**src/hw/rtl/sps_pkg.sv**
```systemverilog
// types, constants and the coil table shared by the stepper sequencer
// no dependencies
`timescale 1ns / 1ps
`default_nettype none

package sps_pkg;

  localparam int unsigned GAP_BITS  = 16;
  localparam int unsigned STEP_BITS = 32;
  localparam int unsigned LEFT_BITS = STEP_BITS - 1;
  localparam int unsigned RAMP_BITS = 8;
  localparam int unsigned ADDR_BITS = 5;
  localparam int unsigned DATA_BITS = 32;

  localparam logic [2:0] NUM_MODES = 3'd6;

  localparam logic [2:0] MODE_WAVE_ABCD = 3'd0;
  localparam logic [2:0] MODE_WAVE_ACBD = 3'd1;
  localparam logic [2:0] MODE_WAVE_ABDC = 3'd2;
  localparam logic [2:0] MODE_DUAL_ABCD = 3'd3;
  localparam logic [2:0] MODE_DUAL_ACBD = 3'd4;
  localparam logic [2:0] MODE_DUAL_ABDC = 3'd5;

  localparam logic [2:0]           RST_MODE       = MODE_DUAL_ABCD;
  localparam logic [GAP_BITS-1:0]  RST_PRECHARGE  = 16'd50;
  localparam logic [GAP_BITS-1:0]  RST_FINAL_HOLD = 16'd100;
  localparam logic [GAP_BITS-1:0]  RST_START_IV   = 16'd10;
  localparam logic [GAP_BITS-1:0]  RST_MIN_IV     = 16'd2;
  localparam logic [RAMP_BITS-1:0] RST_RAMP_EVERY = 8'd4;

  typedef enum logic [1:0] {
    KIND_TICK    = 2'd0,
    KIND_MOVE    = 2'd1,
    KIND_STOP    = 2'd2,
    KIND_PATTERN = 2'd3
  } kind_e;

  typedef enum logic [1:0] {
    STAGE_IDLE      = 2'd0,
    STAGE_PRECHARGE = 2'd1,
    STAGE_RUN       = 2'd2,
    STAGE_HOLD      = 2'd3
  } stage_e;

  typedef enum logic [2:0] {
    REG_SEQUENCE_MODE  = 3'd0,
    REG_REVERSE_WIRING = 3'd1,
    REG_PRECHARGE      = 3'd2,
    REG_FINAL_HOLD     = 3'd3,
    REG_START_INTERVAL = 3'd4,
    REG_MIN_INTERVAL   = 3'd5,
    REG_RAMP_EVERY     = 3'd6
  } reg_idx_e;

  typedef struct packed {
    logic [2:0]           mode;
    logic                 reverse;
    logic [GAP_BITS-1:0]  precharge;
    logic [GAP_BITS-1:0]  final_hold;
    logic [GAP_BITS-1:0]  start_iv;
    logic [GAP_BITS-1:0]  min_iv;
    logic [RAMP_BITS-1:0] ramp_every;
    logic                 mode_load;
  } cfg_t;

  typedef struct packed {
    kind_e                       kind;
    logic signed [STEP_BITS-1:0] steps;
    logic [GAP_BITS-1:0]         interval;
    logic [3:0]                  pattern;
  } item_t;

  typedef struct packed {
    logic [3:0]           coils;
    logic                 busy;
    stage_e               stage;
    logic                 accepted;
    logic [LEFT_BITS-1:0] steps_left;
  } res_t;

  function automatic logic [3:0] coil_lookup(input logic [2:0] mode, input logic [1:0] phase);
    logic [15:0] row;
    case (mode)
      MODE_WAVE_ABCD: row = 16'h8421;
      MODE_WAVE_ACBD: row = 16'h8241;
      MODE_WAVE_ABDC: row = 16'h4821;
      MODE_DUAL_ABCD: row = 16'h9C63;
      MODE_DUAL_ACBD: row = 16'h9A65;
      MODE_DUAL_ABDC: row = 16'h5CA3;
      default:        row = 16'h8421;
    endcase
    return row[{phase, 2'b00} +: 4];
  endfunction

endpackage

`default_nettype wire

```
**src/hw/rtl/sps_regs.sv**
```systemverilog
// apb configuration registers of the stepper sequencer
// depends on sps_pkg
`timescale 1ns / 1ps
`default_nettype none

module sps_regs
  import sps_pkg::*;
(
  input  wire logic                 clk_i,
  input  wire logic                 rst_ni,
  input  wire logic                 psel,
  input  wire logic                 penable,
  input  wire logic                 pwrite,
  input  wire logic [ADDR_BITS-1:0] paddr,
  input  wire logic [DATA_BITS-1:0] pwdata,
  output      logic [DATA_BITS-1:0] prdata,
  output      logic                 pready,
  input  wire logic                 idle_i,
  output      cfg_t                 cfg_o
);

  logic                 wr;
  reg_idx_e             idx;
  logic [2:0]           mode_q, mode_d;
  logic                 rev_q, rev_d;
  logic [GAP_BITS-1:0]  pre_q, pre_d;
  logic [GAP_BITS-1:0]  hold_q, hold_d;
  logic [GAP_BITS-1:0]  start_q, start_d;
  logic [GAP_BITS-1:0]  min_q, min_d;
  logic [RAMP_BITS-1:0] ramp_q, ramp_d;
  logic                 mode_load;

  assign pready = 1'b1;
  assign wr     = psel & penable & pwrite & pready;
  assign idx    = reg_idx_e'(paddr[ADDR_BITS-1:2]);

  always_comb begin
    mode_d    = mode_q;
    rev_d     = rev_q;
    pre_d     = pre_q;
    hold_d    = hold_q;
    start_d   = start_q;
    min_d     = min_q;
    ramp_d    = ramp_q;
    mode_load = 1'b0;
    if (wr) begin
      case (idx)
        REG_SEQUENCE_MODE: begin
          if (idle_i && (pwdata[2:0] < NUM_MODES)) begin
            mode_d    = pwdata[2:0];
            mode_load = 1'b1;
          end
        end
        REG_REVERSE_WIRING: rev_d   = pwdata[0];
        REG_PRECHARGE:      pre_d   = pwdata[GAP_BITS-1:0];
        REG_FINAL_HOLD:     hold_d  = pwdata[GAP_BITS-1:0];
        REG_START_INTERVAL: start_d = pwdata[GAP_BITS-1:0];
        REG_MIN_INTERVAL:   min_d   = pwdata[GAP_BITS-1:0];
        REG_RAMP_EVERY:     ramp_d  = pwdata[RAMP_BITS-1:0];
        default: ;
      endcase
    end
  end

  always_ff @(posedge clk_i or negedge rst_ni) begin
    if (!rst_ni) begin
      mode_q  <= RST_MODE;
      rev_q   <= 1'b0;
      pre_q   <= RST_PRECHARGE;
      hold_q  <= RST_FINAL_HOLD;
      start_q <= RST_START_IV;
      min_q   <= RST_MIN_IV;
      ramp_q  <= RST_RAMP_EVERY;
    end else begin
      mode_q  <= mode_d;
      rev_q   <= rev_d;
      pre_q   <= pre_d;
      hold_q  <= hold_d;
      start_q <= start_d;
      min_q   <= min_d;
      ramp_q  <= ramp_d;
    end
  end

  always_comb begin
    case (idx)
      REG_SEQUENCE_MODE:  prdata = {{(DATA_BITS-3){1'b0}}, mode_q};
      REG_REVERSE_WIRING: prdata = {{(DATA_BITS-1){1'b0}}, rev_q};
      REG_PRECHARGE:      prdata = {{(DATA_BITS-GAP_BITS){1'b0}}, pre_q};
      REG_FINAL_HOLD:     prdata = {{(DATA_BITS-GAP_BITS){1'b0}}, hold_q};
      REG_START_INTERVAL: prdata = {{(DATA_BITS-GAP_BITS){1'b0}}, start_q};
      REG_MIN_INTERVAL:   prdata = {{(DATA_BITS-GAP_BITS){1'b0}}, min_q};
      REG_RAMP_EVERY:     prdata = {{(DATA_BITS-RAMP_BITS){1'b0}}, ramp_q};
      default:            prdata = '0;
    endcase
  end

  assign cfg_o = '{
    mode:       mode_q,
    reverse:    rev_q,
    precharge:  pre_q,
    final_hold: hold_q,
    start_iv:   start_q,
    min_iv:     min_q,
    ramp_every: ramp_q,
    mode_load:  mode_load
  };

endmodule

`default_nettype wire

```
**src/hw/rtl/sps_core.sv**
```systemverilog
// sequencer state and the per-word update: ticks, moves, stop, raw pattern
// depends on sps_pkg
`timescale 1ns / 1ps
`default_nettype none

module sps_core
  import sps_pkg::*;
(
  input  wire logic  clk_i,
  input  wire logic  rst_ni,
  input  wire cfg_t  cfg_i,
  input  wire logic  advance_i,
  input  wire item_t item_i,
  output      logic  idle_o,
  output      res_t  res_o
);

  stage_e               stage_q, stage_d;
  logic [1:0]           phase_q, phase_d;
  logic                 down_q, down_d;
  logic [LEFT_BITS-1:0] left_q, left_d;
  logic [GAP_BITS-1:0]  target_q, target_d;
  logic [GAP_BITS-1:0]  cur_q, cur_d;
  logic [GAP_BITS-1:0]  ticks_q, ticks_d;
  logic [RAMP_BITS-1:0] rc_q, rc_d;
  logic [3:0]           coils_q, coils_d;
  logic                 acc;

  logic [GAP_BITS-1:0]  tick_dec;
  logic [1:0]           phase_step;
  logic [LEFT_BITS-1:0] left_dec;
  logic [RAMP_BITS-1:0] rc_inc;
  logic                 neg;
  logic [STEP_BITS-1:0] raw;
  logic [STEP_BITS-1:0] mag;
  logic                 refuse;
  logic [GAP_BITS-1:0]  tgt;

  assign idle_o     = (stage_q == STAGE_IDLE);
  assign tick_dec   = (ticks_q == '0) ? '0 : ticks_q - GAP_BITS'(1);
  assign phase_step = phase_q + (down_q ? 2'd3 : 2'd1);
  assign left_dec   = (left_q == '0) ? '0 : left_q - LEFT_BITS'(1);
  assign rc_inc     = rc_q + RAMP_BITS'(1);
  assign raw        = item_i.steps;
  assign neg        = raw[STEP_BITS-1];
  assign mag        = neg ? (~raw + STEP_BITS'(1)) : raw;
  assign refuse     = !idle_o || (raw == '0) ||
                      (raw == {1'b1, {(STEP_BITS-1){1'b0}}});
  assign tgt        = (item_i.interval < cfg_i.min_iv) ? cfg_i.min_iv : item_i.interval;

  always_comb begin
    stage_d  = stage_q;
    phase_d  = phase_q;
    down_d   = down_q;
    left_d   = left_q;
    target_d = target_q;
    cur_d    = cur_q;
    ticks_d  = ticks_q;
    rc_d     = rc_q;
    coils_d  = coils_q;
    acc      = 1'b0;
    if (cfg_i.mode_load) begin
      phase_d = '0;
      left_d  = '0;
      stage_d = STAGE_IDLE;
      coils_d = '0;
    end else if (advance_i) begin
      case (item_i.kind)
        KIND_TICK: begin
          if (!idle_o) begin
            ticks_d = tick_dec;
            if (tick_dec == '0) begin
              if (stage_q == STAGE_HOLD) begin
                left_d  = '0;
                stage_d = STAGE_IDLE;
                coils_d = '0;
              end else begin
                stage_d = STAGE_RUN;
                phase_d = phase_step;
                coils_d = coil_lookup(cfg_i.mode, phase_step);
                left_d  = left_dec;
                if (left_dec == '0) begin
                  stage_d = STAGE_HOLD;
                  ticks_d = cfg_i.final_hold;
                end else if (cur_q > target_q) begin
                  if (rc_inc >= cfg_i.ramp_every) begin
                    cur_d   = cur_q - GAP_BITS'(1);
                    rc_d    = '0;
                    ticks_d = cur_q - GAP_BITS'(1);
                  end else begin
                    rc_d    = rc_inc;
                    ticks_d = cur_q;
                  end
                end else begin
                  ticks_d = cur_q;
                end
              end
            end
          end
        end
        KIND_MOVE: begin
          if (!refuse) begin
            acc      = 1'b1;
            down_d   = neg ^ cfg_i.reverse;
            left_d   = mag[LEFT_BITS-1:0];
            target_d = tgt;
            cur_d    = (tgt < cfg_i.start_iv) ? cfg_i.start_iv : tgt;
            rc_d     = '0;
            stage_d  = STAGE_PRECHARGE;
            coils_d  = coil_lookup(cfg_i.mode, phase_q);
            ticks_d  = cfg_i.precharge;
          end
        end
        KIND_STOP: begin
          left_d  = '0;
          stage_d = STAGE_IDLE;
          coils_d = '0;
        end
        KIND_PATTERN: begin
          left_d  = '0;
          stage_d = STAGE_IDLE;
          coils_d = item_i.pattern;
        end
        default: ;
      endcase
    end
  end

  always_ff @(posedge clk_i or negedge rst_ni) begin
    if (!rst_ni) begin
      stage_q  <= STAGE_IDLE;
      phase_q  <= '0;
      down_q   <= 1'b0;
      left_q   <= '0;
      target_q <= RST_MIN_IV;
      cur_q    <= RST_START_IV;
      ticks_q  <= '0;
      rc_q     <= '0;
      coils_q  <= '0;
    end else begin
      stage_q  <= stage_d;
      phase_q  <= phase_d;
      down_q   <= down_d;
      left_q   <= left_d;
      target_q <= target_d;
      cur_q    <= cur_d;
      ticks_q  <= ticks_d;
      rc_q     <= rc_d;
      coils_q  <= coils_d;
    end
  end

  assign res_o = '{
    coils:      coils_d,
    busy:       (stage_d != STAGE_IDLE),
    stage:      stage_d,
    accepted:   acc,
    steps_left: left_d
  };

endmodule

`default_nettype wire

```
**src/hw/rtl/stepper_phase_sequencer_with_ramp.sv**
```systemverilog
// four-phase stepper sequencer with linear speed ramp, top level
// an accepted input word waits in item_q; out_valid_o rises with its result in res_q once the output is free
// throughput: one word per cycle while out_ready_i keeps the output free, set by the state update in sps_core
// reset: asynchronous active low; sps_core coils released and idle, registers at defaults
// depends on sps_pkg, sps_regs, sps_core
`timescale 1ns / 1ps
`default_nettype none

module stepper_phase_sequencer_with_ramp
  import sps_pkg::*;
(
  input  wire logic                        clk_i,
  input  wire logic                        rst_ni,
  input  wire logic                        in_valid_i,
  output      logic                        in_ready_o,
  input  wire logic [1:0]                  kind_i,
  input  wire logic signed [STEP_BITS-1:0] steps_i,
  input  wire logic [GAP_BITS-1:0]         interval_i,
  input  wire logic [3:0]                  pattern_i,
  output      logic                        out_valid_o,
  input  wire logic                        out_ready_i,
  output      logic [3:0]                  coils_o,
  output      logic                        busy_res_o,
  output      logic [1:0]                  stage_o,
  output      logic                        accepted_o,
  output      logic [LEFT_BITS-1:0]        steps_left_o,
  input  wire logic                        psel,
  input  wire logic                        penable,
  input  wire logic                        pwrite,
  input  wire logic [ADDR_BITS-1:0]        paddr,
  input  wire logic [DATA_BITS-1:0]        pwdata,
  output      logic [DATA_BITS-1:0]        prdata,
  output      logic                        pready
);

  cfg_t  cfg;
  logic  idle;
  logic  in_vld_q, in_vld_d;
  item_t item_q;
  logic  out_vld_q, out_vld_d;
  res_t  res_q;
  res_t  res;
  logic  advance;
  logic  take;

  sps_regs u_regs (
    .clk_i   (clk_i),
    .rst_ni  (rst_ni),
    .psel    (psel),
    .penable (penable),
    .pwrite  (pwrite),
    .paddr   (paddr),
    .pwdata  (pwdata),
    .prdata  (prdata),
    .pready  (pready),
    .idle_i  (idle),
    .cfg_o   (cfg)
  );

  sps_core u_core (
    .clk_i     (clk_i),
    .rst_ni    (rst_ni),
    .cfg_i     (cfg),
    .advance_i (advance),
    .item_i    (item_q),
    .idle_o    (idle),
    .res_o     (res)
  );

  assign advance    = in_vld_q && (!out_vld_q || out_ready_i);
  assign in_ready_o = !in_vld_q || advance;
  assign take       = in_valid_i && in_ready_o;
  assign in_vld_d   = take ? 1'b1 : (advance ? 1'b0 : in_vld_q);
  assign out_vld_d  = advance ? 1'b1 : (out_ready_i ? 1'b0 : out_vld_q);

  always_ff @(posedge clk_i or negedge rst_ni) begin
    if (!rst_ni) begin
      in_vld_q  <= 1'b0;
      out_vld_q <= 1'b0;
    end else begin
      in_vld_q  <= in_vld_d;
      out_vld_q <= out_vld_d;
    end
  end

  always_ff @(posedge clk_i) begin
    if (take) begin
      item_q <= '{kind: kind_e'(kind_i), steps: steps_i, interval: interval_i,
                  pattern: pattern_i};
    end
    if (advance) begin
      res_q <= res;
    end
  end

  assign out_valid_o  = out_vld_q;
  assign coils_o      = res_q.coils;
  assign busy_res_o   = res_q.busy;
  assign stage_o      = res_q.stage;
  assign accepted_o   = res_q.accepted;
  assign steps_left_o = res_q.steps_left;

endmodule

`default_nettype wire

```
**config.mk**
```make
export PLATFORM = sky130hd
export DESIGN_NAME = stepper_phase_sequencer_with_ramp
export DESIGN_NICKNAME = d
export VERILOG_FILES = /design/src/hw/rtl/sps_pkg.sv /design/src/hw/rtl/sps_regs.sv /design/src/hw/rtl/sps_core.sv /design/src/hw/rtl/stepper_phase_sequencer_with_ramp.sv
export SDC_FILE = /design/constraint.sdc
export NUM_CORES = 1
export LEC_CHECK = 0
export ABC_AREA = 1
export BUFFER_PORTS_ARGS = -buffer_cell sky130_fd_sc_hd__buf_4
export CAP_MARGIN = 10
export CORE_UTILIZATION = 61
export CTS_CLUSTER_DIAMETER = 40
export CTS_CLUSTER_SIZE = 12
export DETAILED_ROUTE_END_ITERATION = 10
export MAX_ROUTING_LAYER = met4
export PLACE_DENSITY_LB_ADDON = 0.1
export SYNTH_ARGS = -nofsm -noshare
export SYNTH_HDL_FRONTEND = slang
export SYNTH_HIERARCHICAL = 1
export SYNTH_SLANG_ARGS = --single-unit
```
**constraint.sdc**
```tcl
create_clock -name clk_i -period 5.7 [get_ports clk_i]
set_input_delay 0.285 -clock clk_i [delete_from_list [all_inputs] [get_ports clk_i]]
set_output_delay 0.285 -clock clk_i [all_outputs]
set_load 0.005 [all_outputs]
```
==> results of run 1 <==
cell usage after synthesis (20+ instances only):
cell	n	area, um^2
edfxtp_1	93	2790
dfrtp_1	159	3980
nor2_2	22	138
o21ai_0	191	956
buf_2	20	100
clkbuf_1	53	199
nor2_1	224	841
ha_1	62	776
nand2_1	614	2300
xnor2_1	21	184
a21oi_1	85	425
xor2_1	39	342
nand3_1	179	896
o21ai_1	24	120
nand4_1	60	375
nor3_1	24	120
buf_4	27	203
o22ai_1	28	175
inv_1	256	961
worst max-delay path: cells and delay by family (launching register included):
family                   cells  cell delay [ns]
flip-flops                   1             0.53
AO/OA/AOI/OAI                2             1.08
AND/OR/NAND/NOR             17             2.42
adder cells (fa/ha/maj)      2             0.67
buffers and inverters        2             0.09
final cells by class:
type	count	area [um^2]
diodes	1	2.50
clock buffers	54	1230
clock inverters	28	378
fillers	2229	7150
inverters	269	1010
multi-input cells	1710	8870
flip-flops and latches	267	7170
well taps	378	473
repair buffers	217	1800
sequential cells by signal, summed over array words and instances, names as in the netlist, 2 cells and up:
name	cells
item_q	54
u_regs/mode_q	3
u_regs/ramp_q	8
u_core/target_q	16
u_core/cur_q	16
u_core/coils_q	4
u_core/phase_q	2
coils_o	4
u_core/ticks_q	16
u_regs/min_q	16
stage_o	2
u_regs/hold_q	16
u_core/rc_q	8
u_core/stage_q	2
steps_left_o	31
u_regs/start_q	16
u_core/left_q	31
u_regs/pre_q	16
path summary, 6_finish.rpt:
| path | startpoint | endpoint | slack [ns] | depth (start not counted) |
|---|---|---|---|---|
| max reg2reg | u_regs/min_q[1]$_DFFE_PN1P_ | u_core/cur_q[11]$_DFFE_PN0P_ | 0.81 | 23 |
| min | pwdata[6] | u_regs/hold_q[6]$_DFFE_PN1P_ | 0.01 | 3 |
| min in group asynchronous | rst_ni | u_core/target_q[14]$_DFFE_PN0P_ | 0.35 | 2 |
| max | u_regs/min_q[1]$_DFFE_PN1P_ | u_core/cur_q[11]$_DFFE_PN0P_ | 0.81 | 23 |
| min reg2reg | u_regs/pre_q[4]$_DFFE_PN1P_ | u_regs/pre_q[4]$_DFFE_PN1P_ | 0.48 | 2 |
| max in group asynchronous | rst_ni | u_regs/hold_q[3]$_DFFE_PN0P_ | 3.89 | 3 |
routing by layer:
metal,part of all wire (%),wire (um),global-route usage [%],up-vias
li1,-,-,-,8062
met1,40,22300,51.1,8160
met2,46,25500,60.7,1079
met3,11,5890,7.19,169
met4,3.8,2110,15.2,0
met5,0,0,-,-
cells by family after synthesis:
family	Yosys count	synth area share [%]
AND/OR/NAND/NOR	1184	30.2
AO/OA/AOI/OAI	387	12.3
buffers and inverters	381	9.41
flip-flops	267	40.7
adder cells (fa/ha/maj)	62	4.41
XOR/XNOR	60	2.98
other	2	0.0427
power by group:
part	internal (mW)	leakage (nW)	total (mW)	switching, mW
Clock	1.88	0.768	2.89	1.02
Sequential	2.41	3.09	2.82	0.407
Combinational	1.08	6.07	3.21	2.13
Total	5.37	9.92	8.93	3.55
stage by stage:
step	setup slack [ns]	util (%)	hold slack (ns)
floorplan	1.53	-	-0.0106
CTS	0.980	74.5	0.00333
detailed placement	1.04	66.5	0.363
finish	0.805	74.5	0.0146
global route	0.302	74.5	0.00940
global placement	1.14	66.5	0.359
==> out/results.ini, run 1 <==
[cells_and_area]
syn_to_final_growth_pct = 18.9
most-common-layout-cells = nand2_1 (614), inv_1 (255), nor2_1 (220)
fin_nets = 2669
final_design_area_no_fill_mm2 = 0.0209
drive_gt1_share_pct = 13.8
stdcell_count = 2924
final_common_cell = nand2_1

[clock_tree]
cts_hold_buf = 65
cts_sinks = 267
cts_made_buffers = 44
post_cts_buffers = 0
insertion_delay_ns = 0.55
cts_buffer_depth = 3
cts_max_level = 2
cts_tree = built
root_buffer = clkbuf_16
clkTransAtPathRegs_ns = 0.06
cts_resized = 0

[die]
start_util_pct = 62.7
dieArea_mm2 = 0.0295
fp.dieW_um = 172
core_mm2 = 0.0281
fp.dieH_um = 172
row_count = 61
num_io_pins = 172

[synthesis]
synth_seq_cells = 267
syn_avg_cell_area_um2 = 7.51
yosysSeqAreaShare_pct = 40.7
synth_area_mm2 = 0.0176
ys_types = 60
synth-edff-count = 93
postSynth.asyncResetShare_pct = 65.2
synth_flop_cell = dfrtp_1
synth_cells = 2343
yosys_warnings = 6

[pwr]
power_mw = 8.93
irDropWorstVdd_mv = 0.342
p_leak_nw = 9.92
power.density_mw_per_mm2 = 426

[sta]
setup_viol = 0
grt_setup_unrepaired = false
min_period_over_period_pct = 85.9
skew_ns = 0.0235
worstMarginPinSlew_ns = 1.10
post-route-min-period_ns = 4.89
setup_tns_ns = 0
slew_violations = 0
finalHoldViolations = 0
slew_headroom_pct = 26.6
fmax_mhz = 204

[drt]
num_vias = 17500
dr.pass1.iters = 6
finalWirelength_mm = 55.8
antenna_left = 0
first_iter_violations = 1940
via_per_inst = 5.97
wl_per_cell_um = 19.1
drc = 0

[placed_design]
gp_congestion = 0.996
place_area_mm2 = 0.0187
placed_cells = 2776
dp_hpwl_mm = 38.8
port_buffers = 136

[critical_path]
crit_arrival_ns = 5.36
cp_slowest_stage_delay_ns = 0.93
crit_required_ns = 6.16
startpoint_type = flop
worstSetupEndpointType = flop
crit_chain = inv_1 > ha_1 > nand2_1 > nand2_1 > nand2_1 > nand2_1 > nand2_1 > nand2_1 > nand2_1 > nand2_1 > o21ai_0 > ha_1 > nand2_1 > inv_1 > nand2_1 > nand2_1 > nand2_1 > nand2_1 > nand2_1 > nand2_1 > nand2_1 > nand3_1 > a21oi_2
critical-path-top-cell-by-count = nand2_1
path_class = reg2reg
cp_max_fo = 31
critical_path.slowest_cell = o21ai_0

[global_route]
overflow = 0
grt_pass1_vias = 16300
grtUsageTotal_pct = 39.2
antenna_found_initial = 1
grt_pass1_wl_mm = 86.3
grt_max_degree = 78

[run_status]
status = completed

[flow_run]
cap_violations = 0

[worst_hold_path]
hold_class = in2reg

No activity file was read; power rests on OpenSTA's default activity.
==> run 2, diff against run 1 <==
--- a/config.mk
+++ b/config.mk
@@ -8,9 +8,9 @@
 export ABC_AREA = 1
 export BUFFER_PORTS_ARGS = -buffer_cell sky130_fd_sc_hd__buf_4
 export CAP_MARGIN = 10
-export CORE_UTILIZATION = 61
+export CORE_UTILIZATION = 30
 export CTS_CLUSTER_DIAMETER = 40
-export CTS_CLUSTER_SIZE = 12
+export CTS_CLUSTER_SIZE = 25
 export DETAILED_ROUTE_END_ITERATION = 10
 export MAX_ROUTING_LAYER = met4
 export PLACE_DENSITY_LB_ADDON = 0.1
==> constraint.sdc (replaced) <==
create_clock -name clk_i -period 3.99 [get_ports clk_i]
set_input_delay 0.1995 -clock clk_i [delete_from_list [all_inputs] [get_ports clk_i]]
set_output_delay 0.1995 -clock clk_i [all_outputs]
set_load 0.005 [all_outputs]
==> run 2 against run 1 <==
Wire length increased by 11%. Clock skew is 0.044 ns higher. Sequential cell count is the same. Core utilization decreased by 36 points. Die area is 100% higher. Worst setup slack got worse by 0.46 ns. Via count shrank 4.7%. Largest cell class unchanged. Non-clock buffer count is 37 higher. Sequential share of layout area shrank 2.0 points.
==> out/results.ini, run 2 (same netlist as run 1, synthesis figures left out) <==
[cells_and_area]
stdcell_count = 3372
largest_reg_flops = 54
most-common-layout-cells = nand2_1 (613), inv_1 (255), nor2_1 (220)
syn_to_final_growth_pct = 26.2
multi_input_area_mm2 = 0.00887
final_util_pct = 38.4
top_register = item_q
final_common_cell = nand2_1
seqCellArea_mm2 = 0.00717
n_antenna_cell = 0
final_design_area_no_fill_mm2 = 0.0222
n_fill_cell = 6077
fin_nets = 2719
drive_gt1_share_pct = 15.4

[clock_tree]
cts_max_level = 2
cts_buffer_depth = 3
clkTransAtPathRegs_ns = 0.05
root_buffer = clkbuf_16
cts_sinks = 267
post_cts_buffers = 0
insertion_delay_ns = 0.64
cts_made_buffers = 57
cts_tree = built

[pwr]
p_leak_nw = 10.3
pwr-share-seq_pct = 29.3
switching_share_pct = 38.9
clkPwrFrac_pct = 36.9
power_mw = 13.8
combPwrFrac_pct = 33.8
switchingPower_mw = 5.37
p_int_mw = 8.42
irDropWorstVdd_mv = 0.426
power.density_mw_per_mm2 = 621

[sta]
fmax_mhz = 274
worstMarginPinSlew_ns = 0.944
slew_headroom_pct = 37.0
setup_viol = 0
min_period_over_period_pct = 91.4
finalHoldViolations = 0
post-route-min-period_ns = 3.65
skew_ns = 0.0677
setup_tns_ns = 0
slew_violations = 0
grt_setup_unrepaired = false

[flow_run]
cap_violations = 0

[critical_path]
startpoint_type = flop
crit_required_ns = 4.45
reg2regPathDepth = 18
worstSetupEndpointType = flop
cp_max_fo = 32
crit_arrival_ns = 4.11
path_class = reg2reg

[die]
dieArea_mm2 = 0.0597
fp.dieH_um = 244
start_util_pct = 30.5
num_io_pins = 172
core_mm2 = 0.0578
row_count = 88
fp.dieW_um = 244

[drt]
met1_length_mm = 29.7
wl_met2_mm = 28.1
drc = 0
via_per_inst = 4.94
first_iter_violations = 1429
dr.pass1.iters = 5
wl_per_cell_um = 18.3
highest_layer = met4
met3_length_mm = 2.71
num_vias = 16600
finalWirelength_mm = 61.8
antenna_left = 0

[global_route]
grt_pass1_vias = 16300
grt_max_degree = 85
overflow = 0
grt_pass1_wl_mm = 95.8
antenna_found_initial = 0
grtUsageTotal_pct = 21.4

[placed_design]
placed_cells = 3191
place_area_mm2 = 0.0194
port_buffers = 136
gp_congestion = 0.915
dp_hpwl_mm = 45.8

[worst_hold_path]
min_path_cells = 6
hold_class = in2reg

[run_status]
status = completed

run 2: cell types whose count changed in the layout (fill, tap and decap cells not counted), sizes merged, moves of 2 or more:
cell	previous run	this run
clkinvlp	6	3
inv	274	272
clkbuf	54	72
buf	152	180
clkinv	10	21
dlygate4sd3	65	74
run 2: critical path: stages, from the launching register on:
cell,delay [ns]
edfxtp_1,0.35
inv_1,0.24
ha_1,0.23
nand2_1,0.08
nor3b_2,0.26
nand2_1,0.13
nor2_2,0.15
nand3_1,0.16
nor3_1,0.22
nand3_1,0.23
nand2_1,0.19
nand2_1,0.09
buf_4,0.27
nand3_1,0.20
a21oi_4,0.07
nand3_4,0.36
nand2_1,0.10
inv_1,0.09
a21oi_2,0.03
run 2: worst paths after layout:
kind	startpoint	endpoint	slack (ns)
hold reg to reg	u_regs/start_q[1]$_DFFE_PN1P_	u_regs/start_q[1]$_DFFE_PN1P_	0.48
setup / recovery	item_q[20]$_DFFE_PP_	u_core/cur_q[14]$_DFFE_PN0P_	0.34
setup reg to reg	item_q[20]$_DFFE_PP_	u_core/cur_q[14]$_DFFE_PN0P_	0.34
min in group asynchronous	rst_ni	u_regs/min_q[5]$_DFFE_PN0P_	0.21
max in group asynchronous	rst_ni	u_core/stage_q[1]$_DFF_PN0_	2.73
hold / removal	pwrite	u_regs/pre_q[1]$_DFFE_PN1P_	0.15
run 2: power groups by stage:
stage / logic, mW / clock network (mW) / registers (mW)
detailed placement: 4.58 / 0 / 4.08
finish: 4.66 / 5.09 / 4.04
global route: 5.29 / 5.32 / 4.12
global placement: 4.55 / 0 / 4.07
floorplan: 3.14 / 0 / 3.86
CTS: 4.67 / 5.19 / 4.04
run 2: final cells by class:
| type | instances | share of cell area, % |
|---|---|---|
| clock buffer | 72 | 7.09 |
| sequential | 267 | 32.3 |
| inverter | 269 | 4.57 |
| timing repair buffer | 254 | 9.49 |
| multi-input combinational | 1710 | 40.0 |
| tap | 765 | 4.31 |
| clock inverter | 35 | 2.34 |
run 2: timing repair:
| action | CTS | global route |
|---|---|---|
| hold endpoints to repair | 202 | 0 |
| setup endpoints to repair | 1 | 16 |
| gates resized for setup | 1 | 6 |
| hold buffers | 74 | 0 |
run 2: stage by stage:
stage          hold slack (ns)  setup slack [ns]
4_1_cts                  0.114            0.0383
6_report                 0.154             0.342
5_1_grt                  0.150            0.0268
3_3_place_gp             0.355             0.114
2_1_floorplan          -0.0961             0.136
3_5_place_dp             0.352            0.0840
run 2: per-layer routing:
layer | vias to the layer above | track usage [%]
li1 | 8170 | -
met2 | 407 | 32.9
met5 | - | -
met1 | 7975 | 29.7
met3 | 90 | 2.49
met4 | 0 | 5.81
==> run 3, diff against run 2 <==
--- a/config.mk
+++ b/config.mk
@@ -8,6 +8,8 @@
 export ABC_AREA = 1
 export BUFFER_PORTS_ARGS = -buffer_cell sky130_fd_sc_hd__buf_4
 export CAP_MARGIN = 10
+export CELL_PAD_IN_SITES_DETAIL_PLACEMENT = 1
+export CELL_PAD_IN_SITES_GLOBAL_PLACEMENT = 2
 export CORE_UTILIZATION = 30
 export CTS_CLUSTER_DIAMETER = 40
 export CTS_CLUSTER_SIZE = 25
==> constraint.sdc (replaced) <==
create_clock -name clk_i -period 3.5 [get_ports clk_i]
set_input_delay 0.175 -clock clk_i [delete_from_list [all_inputs] [get_ports clk_i]]
set_output_delay 0.175 -clock clk_i [all_outputs]
set_load 0.005 [all_outputs]
==> run 3 against run 2 <==
Global-route usage increased by 2.3 points. Clock power increased by 25%. Non-clock buffer count rose by 54. Worst setup slack lost 0.15 ns. Sequential cell count is the same. Power rose by 21%. Register-to-register slack got worse by 0.15 ns. Critical path type unchanged. Critical endpoint is now u_core/cur_q[1]$_DFFE_PN1P_. Largest cell class unchanged. Highest routed layer unchanged.
==> out/results.ini, run 3 (same netlist as run 1, synthesis figures left out) <==
[run_status]
status = completed

[cells_and_area]
n_antenna_cell = 0
top_register = item_q
most-common-layout-cells = nand2_1 (611), inv_1 (252), buf_4 (220)
fin_nets = 2784
final_design_area_no_fill_mm2 = 0.0232
syn_to_final_growth_pct = 31.5
largest_reg_flops = 54
final_common_cell = nand2_1
stdcell_count = 3445
drive_gt1_share_pct = 18.5

[sta]
setup_viol = 0
finalHoldViolations = 0
worstMarginPinSlew_ns = 1.01
post-route-min-period_ns = 3.31
slew_headroom_pct = 32.9
slew_violations = 0
min_period_over_period_pct = 94.6
fmax_mhz = 302
skew_ns = 0.0226
setup_tns_ns = 0
hold_slack_ns = 0.180

[clock_tree]
cts_max_level = 3
root_buffer = clkbuf_16
cts_made_buffers = 68
cts_sinks = 267
cts_buffer_depth = 3
insertion_delay_ns = 0.60
cts_tree = built
clkTransAtPathRegs_ns = 0.05

[placed_design]
port_buffers = 136
place_area_mm2 = 0.0198
placed_cells = 3235
gp_congestion = 0.904
dp_hpwl_mm = 50.4

[pwr]
irDropWorstVdd_mv = 0.430
p_leak_nw = 10.8
power.density_mw_per_mm2 = 723
power_mw = 16.7

[global_route]
grt_pass1_vias = 17900
grtUsageTotal_pct = 23.7
antenna_found_initial = 0
overflow = 0
grt_max_degree = 103
grt_pass1_wl_mm = 106

[die]
num_io_pins = 172
start_util_pct = 30.5
core_mm2 = 0.0578
dieArea_mm2 = 0.0597
fp.dieH_um = 244
row_count = 88
fp.dieW_um = 244

[drt]
wl_per_cell_um = 19.7
antenna_left = 0
finalWirelength_mm = 68.0
num_vias = 17000
via_per_inst = 4.94
dr.pass1.iters = 5
first_iter_violations = 754
drc = 0

[worst_hold_path]
hold_class = in2reg

[critical_path]
crit_arrival_ns = 3.84
cp_max_fo = 16
startpoint_type = flop
worstSetupEndpointType = flop
crit_required_ns = 4.03
path_class = reg2reg

[flow_run]
cap_violations = 0

## run 3: where the power goes
group          leakage (nW)  switching (mW)  internal (mW)
logic                  6.59            3.60           2.11
registers              3.09           0.721           3.94
clock network          1.13            2.11           4.26
total                  10.8            6.43           10.3
## run 3: path summary, 6_finish.rpt
check | start | slack, ns | depth (start not counted) | endpoint
min in group asynchronous | rst_ni | 0.21 | 2 | u_core/left_q[15]$_DFF_PN0_
setup / recovery | u_regs/min_q[10]$_DFFE_PN0P_ | 0.19 | 18 | u_core/cur_q[1]$_DFFE_PN1P_
max in group asynchronous | rst_ni | 2.34 | 3 | u_regs/ramp_q[2]$_DFFE_PN1P_
setup reg to reg | u_regs/min_q[10]$_DFFE_PN0P_ | 0.19 | 18 | u_core/cur_q[1]$_DFFE_PN1P_
hold / removal | penable | 0.18 | 6 | u_regs/pre_q[4]$_DFFE_PN1P_
hold reg to reg | u_regs/pre_q[1]$_DFFE_PN1P_ | 0.48 | 2 | u_regs/pre_q[1]$_DFFE_PN1P_
## run 3: per-layer routing
metal | vias to the layer above | track usage, % | share of wire, %
met1 | 8246 | 28.5 | 43
met3 | 143 | 3.52 | 3.4
met5 | - | - | 0
met4 | 0 | 10.4 | 4.5
met2 | 330 | 39.4 | 49
li1 | 8303 | - | -
## run 3: final cells by class
class,instances,area [um^2]
flip-flops and latches,267,7170
repair buffers,308,2630
multi-input cells,1710,9060
fillers,6998,34600
clock buffers,86,1830
clock inverters,40,502
inverters,269,1020
well taps,765,957
## run 3: critical path: stages, from the launching register on
cell       delay (ns)
dfrtp_1          0.41
inv_1            0.10
ha_1             0.29
nand2_1          0.10
o21bai_1         0.12
a21oi_1          0.08
nor2_1           0.20
nand2_2          0.13
buf_12           0.17
o21ai_1          0.25
ha_1             0.31
nand2_1          0.07
nor2_1           0.06
a2111oi_4        0.35
nand2_2          0.13
buf_6            0.15
nand2_1          0.05
nand3_1          0.10
a21oi_2          0.17
## run 3: per-stage QoR
stage	setup WS [ns]	utilization, %
2_1_floorplan	0.142	-
3_3_place_gp	0.0788	34.3
3_5_place_dp	-0.00777	34.3
4_1_cts	0.0223	39.6
5_1_grt	-0.0821	40.1
6_report	0.188	40.1
## run 3: repair_timing
action | CTS | global route
setup endpoints to repair | 16 | 67
cloned | 0 | 1
hold endpoints to repair | 217 | 0
resized for setup | 5 | 46
pin swaps | 0 | 8
setup buffers | 0 | 7
hold buffers | 76 | 0
